--- src/hdl/b64d_pkg.sv ---
// types, constants and character map shared by the url-safe base64 decoder
`timescale 1ns / 1ps
`default_nettype none

package b64d_pkg;

   localparam logic [7:0] CHAR_CR = 8'd13;
   localparam logic [7:0] CHAR_LF = 8'd10;
   localparam int unsigned MAX_RESULTS = 3;

   typedef struct packed {
      logic [7:0] symbol;
      logic       end_of_input;
   } b64d_req_type;

   typedef struct packed {
      logic [7:0] out_byte;
      logic       has_data;
      logic       is_last;
   } b64d_rsp_type;

   typedef struct packed {
      logic [1:0]  count;
      logic [17:0] acc;
      logic        stopped;
   } b64d_state_type;

   typedef struct packed {
      logic       valid;
      logic [5:0] value;
   } b64d_sextet_type;

   // url-safe alphabet to 6-bit value
   function automatic b64d_sextet_type sextet_of(input logic [7:0] ch);
      b64d_sextet_type s;
      s.valid = 1'b1;
      s.value = 6'd0;
      if (ch >= 8'h41 && ch <= 8'h5a) begin
         s.value = 6'(ch - 8'h41);
      end else if (ch >= 8'h61 && ch <= 8'h7a) begin
         s.value = 6'(ch - 8'h61 + 8'd26);
      end else if (ch >= 8'h30 && ch <= 8'h39) begin
         s.value = 6'(ch - 8'h30 + 8'd52);
      end else if (ch == 8'h2d) begin
         s.value = 6'd62;
      end else if (ch == 8'h5f) begin
         s.value = 6'd63;
      end else begin
         s.valid = 1'b0;
      end
      return s;
   endfunction

endpackage

`default_nettype wire

--- src/hdl/base64url_stream_decoder_core.sv ---
// top level of the url-safe base64 stream decoder
// Usage:
//   req channel carries one character per word (symbol, end_of_input);
//   rsp channel carries decoded bytes (out_byte, has_data, is_last).
//   A word is taken when valid is high and stall is low on that channel.
// Path: a taken word is held in the input register, and its results are then
//   loaded into the result buffer, whose front word drives rsp.
// Throughput: one word per cycle while each word gives at most one result and
//   rsp_stall is low. A word that gives several results holds the result buffer
//   until they drain one byte a cycle while rsp_stall is low; req_stall rises meanwhile.
// A full group of four characters gives three bytes; a partial group is
//   flushed at end_of_input or at an invalid character. end_of_input marks the
//   last result with is_last, giving a bare marker when no byte is due.
// Reset clears the group state, the input-register valid flag and the result-buffer count.
// While rsp_stall is high the front result word holds still; one new word can
//   still be taken into the input register.
`timescale 1ns / 1ps
`default_nettype none

module base64url_stream_decoder_core
   import b64d_pkg::*;
(
   input  logic         clock,
   input  logic         reset,
   input  logic         req_valid,
   output logic         req_stall,
   input  b64d_req_type req_data,
   output logic         rsp_valid,
   input  logic         rsp_stall,
   output b64d_rsp_type rsp_data
);

   logic           in_valid_ff, in_valid_in;
   b64d_req_type   in_word_ff;
   b64d_state_type state_ff, state_in, state_dec;
   b64d_rsp_type   res_ff [MAX_RESULTS];
   b64d_rsp_type   res_in [MAX_RESULTS];
   b64d_rsp_type   batch  [MAX_RESULTS];
   logic [1:0]     cnt_ff, cnt_in, batch_count;
   logic           advance, pop;

   b64d_decode u_decode (
      .state_cur   (state_ff),
      .req_word    (in_word_ff),
      .state_nxt   (state_dec),
      .batch       (batch),
      .batch_count (batch_count)
   );

   // buffer free when empty, or once the last pending byte leaves this cycle
   assign advance   = in_valid_ff && (cnt_ff == 2'd0 || (cnt_ff == 2'd1 && !rsp_stall));
   assign pop       = (cnt_ff != 2'd0) && !rsp_stall;
   assign req_stall = in_valid_ff && !advance;
   assign rsp_valid = (cnt_ff != 2'd0);
   assign rsp_data  = res_ff[0];

   always_comb begin
      in_valid_in = in_valid_ff;
      if (!req_stall) begin
         in_valid_in = req_valid;
      end
      state_in = advance ? state_dec : state_ff;
      cnt_in   = cnt_ff;
      res_in   = res_ff;
      if (advance) begin
         res_in = batch;
         cnt_in = batch_count;
      end else if (pop) begin
         for (int i = 0; i < MAX_RESULTS - 1; i++) begin
            res_in[i] = res_ff[i + 1];
         end
         cnt_in = cnt_ff - 2'd1;
      end
   end

   always_ff @(posedge clock) begin
      if (reset) begin
         in_valid_ff <= 1'b0;
         state_ff    <= '0;
         cnt_ff      <= 2'd0;
      end else begin
         in_valid_ff <= in_valid_in;
         state_ff    <= state_in;
         cnt_ff      <= cnt_in;
      end
   end

   always_ff @(posedge clock) begin
      if (req_valid && !req_stall) begin
         in_word_ff <= req_data;
      end
      res_ff <= res_in;
   end

endmodule

`default_nettype wire

--- src/hdl/b64d_decode.sv ---
// per-word decode: next group state and the batch of up to three result words
`timescale 1ns / 1ps
`default_nettype none

module b64d_decode
   import b64d_pkg::*;
(
   input  b64d_state_type state_cur,
   input  b64d_req_type   req_word,
   output b64d_state_type state_nxt,
   output b64d_rsp_type   batch [MAX_RESULTS],
   output logic [1:0]     batch_count
);

   b64d_sextet_type sx;
   logic [23:0]     group;
   logic [1:0]      cnt;
   logic [17:0]     acc;
   logic            stp;
   logic [1:0]      n;
   logic            do_flush;

   always_comb begin
      sx    = sextet_of(req_word.symbol);
      group = {state_cur.acc, sx.value};
      cnt   = state_cur.count;
      acc   = state_cur.acc;
      stp   = state_cur.stopped;
      n     = 2'd0;
      do_flush = 1'b0;
      for (int i = 0; i < MAX_RESULTS; i++) begin
         batch[i] = '0;
      end

      if (!stp) begin
         if (sx.valid) begin
            if (cnt == 2'd3) begin
               batch[0] = '{out_byte: group[23:16], has_data: 1'b1, is_last: 1'b0};
               batch[1] = '{out_byte: group[15:8],  has_data: 1'b1, is_last: 1'b0};
               batch[2] = '{out_byte: group[7:0],   has_data: 1'b1, is_last: 1'b0};
               n   = 2'd3;
               cnt = 2'd0;
               acc = '0;
            end else begin
               acc = group[17:0];
               cnt = cnt + 2'd1;
            end
         end else if ((req_word.symbol == CHAR_CR || req_word.symbol == CHAR_LF)
                      && cnt == 2'd0) begin
            // line break between groups is skipped
         end else begin
            do_flush = 1'b1;
            stp      = 1'b1;
         end
      end

      if (req_word.end_of_input && !stp) begin
         do_flush = 1'b1;
      end

      // at most one flush per word; it adds bytes only when n is still zero, as a full group leaves cnt at zero
      if (do_flush) begin
         if (cnt == 2'd2) begin
            batch[0] = '{out_byte: acc[11:4], has_data: 1'b1, is_last: 1'b0};
            n = 2'd1;
         end else if (cnt == 2'd3) begin
            batch[0] = '{out_byte: acc[17:10], has_data: 1'b1, is_last: 1'b0};
            batch[1] = '{out_byte: acc[9:2],   has_data: 1'b1, is_last: 1'b0};
            n = 2'd2;
         end
         cnt = 2'd0;
         acc = '0;
      end

      if (req_word.end_of_input) begin
         if (n == 2'd0) begin
            batch[0] = '{out_byte: 8'd0, has_data: 1'b0, is_last: 1'b0};
            n = 2'd1;
         end
         batch[n - 2'd1].is_last = 1'b1;
         cnt = 2'd0;
         acc = '0;
         stp = 1'b0;
      end

      state_nxt.count   = cnt;
      state_nxt.acc     = acc;
      state_nxt.stopped = stp;
      batch_count       = n;
   end

endmodule

`default_nettype wire

--- config.mk ---
export PLATFORM = sky130hd
export DESIGN_NAME = base64url_stream_decoder_core
export DESIGN_NICKNAME = d
export VERILOG_FILES = /design/src/hdl/b64d_pkg.sv /design/src/hdl/base64url_stream_decoder_core.sv /design/src/hdl/b64d_decode.sv
export SDC_FILE = /design/constraint.sdc
export NUM_CORES = 1
export LEC_CHECK = 0
export BUFFER_PORTS_ARGS = -buffer_cell sky130_fd_sc_hd__buf_2
export CAP_MARGIN = 20
export CORE_MARGIN = 2
export CORE_UTILIZATION = 45
export CTS_CLUSTER_DIAMETER = 200
export DETAILED_ROUTE_END_ITERATION = 6
export PLACE_DENSITY_LB_ADDON = 0.05
export SLEW_MARGIN = 10
export SYNTH_ARGS = -nofsm -noshare
export SYNTH_HDL_FRONTEND = slang
export SYNTH_SLANG_ARGS = --single-unit
export TNS_END_PERCENT = 50
--- constraint.sdc ---
create_clock -name clock -period 2.92 [get_ports clock]
set_input_delay 0.292 -clock clock [delete_from_list [all_inputs] [get_ports clock]]
set_output_delay 0.292 -clock clock [all_outputs]
set_load 0.02 [all_outputs]
==> summary.md <==
| Metric | Value |
|---|---|
| Critical path type | register to register |
| Gr usage total | 23.0% |
| Core area | 0.00809 mm2 |
| DR iter-0 viols | 166 |
| GRT overflow | 0 |
| Die ar. | 0.00893 mm2 |
| Cell Area, Synth | 0.00368 mm2 |
| Top_reg_cell synth | edfxtp_1 |
| Synthesis Warnings | 0 |
| Cells after DPL | 545 |
| Post-synth ARST share | 0% |
| Crit-path max FO | 9 |
| Worst Path Required | 3.03 ns |
| Nature of the critical path endpoint | register |
| Non-filler cells in the finished layout | 563 |
| CTS tree | yes |
| Largest net degree at the start of global routing | 39 |
| CP top delay family | compound AO/OA/AOI/OAI gates |
| CTS Hold Buffers Added | 0 |
| GP Congestion | 0.871 |
| Max Clock Freq | 360 MHz |
| Vias in the first global route | 3073 |
| Pleak | 1.75 nW |
| Commonest cells after routing, fill and taps aside | 54 x buf_4, 53 x nand2_1, 39 x edfxtp_1, 26 x nor2_1 |
| Most Frequent Cell on Critical Path | buf_4 |
| Total Nets Final | 479 |
| Crit-path max cell delay | 0.45 ns |
| Clk_lat worst skew | 0.35 ns |
| Initial Utilization | 45.5% |
| FP Rows | 33 |
| Most common cell after layout, fill and taps aside | buf_4 |
| Die W | 94.5 um |
| Fin crit share | 95.2% |
| Area growth syn-to-layout | 23.6% |
| Detailed Route WL | 9610 um |
| Largest cells by area after synthesis | edfxtp_1 32%, dfxtp_1 13%, nand2_1 5.4% |
| Status | completed |
| Post-synthesis net count | 417 |
| Layout Skew | 0.0103 ns |
| CTS Buf Count | 9 |
| CP Cell Sequence | inv_1, ha_2, a21o_1, o311a_1, or3_4, buf_4, a32oi_4, buf_4, nor2_4, buf_12, mux2i_2, o21ai_1 |
| Setup tns final | 0 ns |
| Global-route wire length before repair | 15500 um |
| Post-DRT Antenna Nets | 0 |
| Mean Syn Cell Area | 9.42 um2 |
| Slew HR | 37.3% |
| Final setup margin | 0.140 ns |
| CTS Root Cell | clkbuf_8 |
| Endpoints failing setup | 0 |
| Clk slew on worst S/H paths | 0.08 ns |
| #FFs+latches synth | 63 |
| Worst slew pin tran | 0.940 ns |
| Hold Path Class | primary input to register |
| Vias per cell | 5.66 |
| Buf/Inv on CP | 4 |
| Arrival time at the worst endpoint | 2.89 ns |
| Vias post-DR | 3184 |
| Clock buffer depth | 2 |
| Place WS | -0.158 ns |
| Synth cell types | 61 |
| Sink Count | 63 |
| IO Pins | 25 |
| Sequential fraction of the synthesis area | 44.8% |
| Post-synthesis instance total | 391 |
| Critical Path Start Type | register |
| Final slew viol count | 0 |
| CTS H-Tree Depth | 3 |
| Peak supply drop | 0.444 mV |
| Antenna cells | 0 |
| PwrDens | 537 mW/mm2 |
| Final Hold Fails | 0 |
| EDFF count, synth | 39 |
| IO buf count | 24 |
| CP max stage cell | or3_4 |
| Maxcap violations | 0 |
| Antenna violations before repair | 0 |
| Wire per inst | 17.1 um |
| First-pass detailed-route iteration total | 5 |
| Share of cells above drive strength 1 | 29.9% |
| Final min period | 2.78 ns |
| Top cell type by total area after synthesis | edfxtp_1 |
| Die Y | 94.5 um |
| Synth top area share | 31.8% |
| Placed wire-length estimate | 6900 um |
| R2R Setup Slk | 0.14 ns |
| Remaining DRCs | 0 |
[Yosys cell counts (2+ instances only)]
cell type	count
nand2_1	53
edfxtp_1	39
nor2_1	28
dfxtp_1	24
a21oi_1	22
inv_1	17
o21ai_1	16
a22o_1	13
ha_1	13
a31oi_1	12
nand3_1	12
buf_2	11
buf_4	10
a211oi_1	8
nor3_1	8
clkbuf_1	7
o21ai_0	6
and3_1	5
mux2i_1	5
o31ai_1	5
a21o_1	4
a2bb2oi_1	4
nand2b_1	4
or3_1	4
a22oi_1	3
a31o_2	3
a32o_1	3
and2_1	3
mux2_2	3
nor3_2	3
nor3b_1	3
nor4_1	3
o221ai_1	3
a31oi_4	2
inv_2	2
nor2b_1	2
o211ai_1	2
or2_1	2
or3b_1	2
[per-layer routing]
layer  routed length (um)  track usage (%)  up-vias  share of wire [%]
met3                  429             4.39       18                4.5
met2                 4710             38.6       89                 49
met5                    0                0        -                  0
li1                     -                -     1562                  -
met4                  240             9.66        0                2.5
met1                 4230             29.2     1515                 44
[logic make-up after synthesis]
logic type,share of synthesized area (%)
mux,2.28
fa+ha+maj,4.41
buf+inv,6.38
xor+xnor,0.475
compound gates,23.4
flops,44.8
simple gates,18.2
[power by group]
group	internal, mW	switching, mW	leakage (nW)
sequential	1.07	0.0398	0.570
clock	0.394	0.390	0.0891
combinational	0.208	0.347	1.09
total	1.67	0.776	1.75
[per-stage QoR]
| stage | util [%] | power (mW) | instance area (um2) | hold WS (ns) |
|---|---|---|---|---|
| floorplan | - | 1.50 | 3700 | 0.371 |
| global placement | 52.0 | 1.65 | 4210 | 0.439 |
| detailed placement | 52.0 | 1.66 | 4210 | 0.441 |
| CTS | 55.1 | 2.44 | 4460 | 0.0982 |
| global route | 56.3 | 2.56 | 4560 | 0.0919 |
| finish | 56.3 | 2.44 | 4560 | 0.108 |
[flip-flops by register name (all words and copies together) (netlist names)]
| name | count |
|---|---|
| state_ff | 21 |
| res_ff | 20 |
| rsp_data | 10 |
| in_word_ff | 9 |
| cnt_ff | 2 |
| in_valid_ff | 1 |
[repair_timing]
item	CTS	global route
pin swaps	2	6
endpoints found under the hold margin	0	0
setup endpoints to repair	15	33
gates cloned	0	0
setup buffers	0	2
resized for setup	9	21
[worst reg2reg max path, cell delays in order, from the launching register on]
cell	delay, ns
edfxtp_1	0.38
inv_1	0.09
ha_2	0.23
a21o_1	0.20
o311a_1	0.13
or3_4	0.45
buf_4	0.17
a32oi_4	0.20
buf_4	0.19
nor2_4	0.05
buf_12	0.14
mux2i_2	0.20
o21ai_1	0.09
[cell type report]
class,count,area (um2)
clock inverters,7,73.8
well taps,105,131
flip-flops and latches,63,1650
clock buffers,9,124
fillers,753,3540
repair buffers,80,557
inverters,20,75.1
multi-input cells,279,1940
[path summary, 6_finish.rpt]
| check | start | to | cells after the start |
|---|---|---|---|
| min | req_data[3] | in_word_ff[3] | 1 |
| max | in_word_ff[3] | res_ff[18] | 12 |
| min reg2reg | state_ff[4] | state_ff[4] | 2 |
| max reg2reg | in_word_ff[3] | res_ff[18] | 12 |
Power figures use the tool's default switching activity.
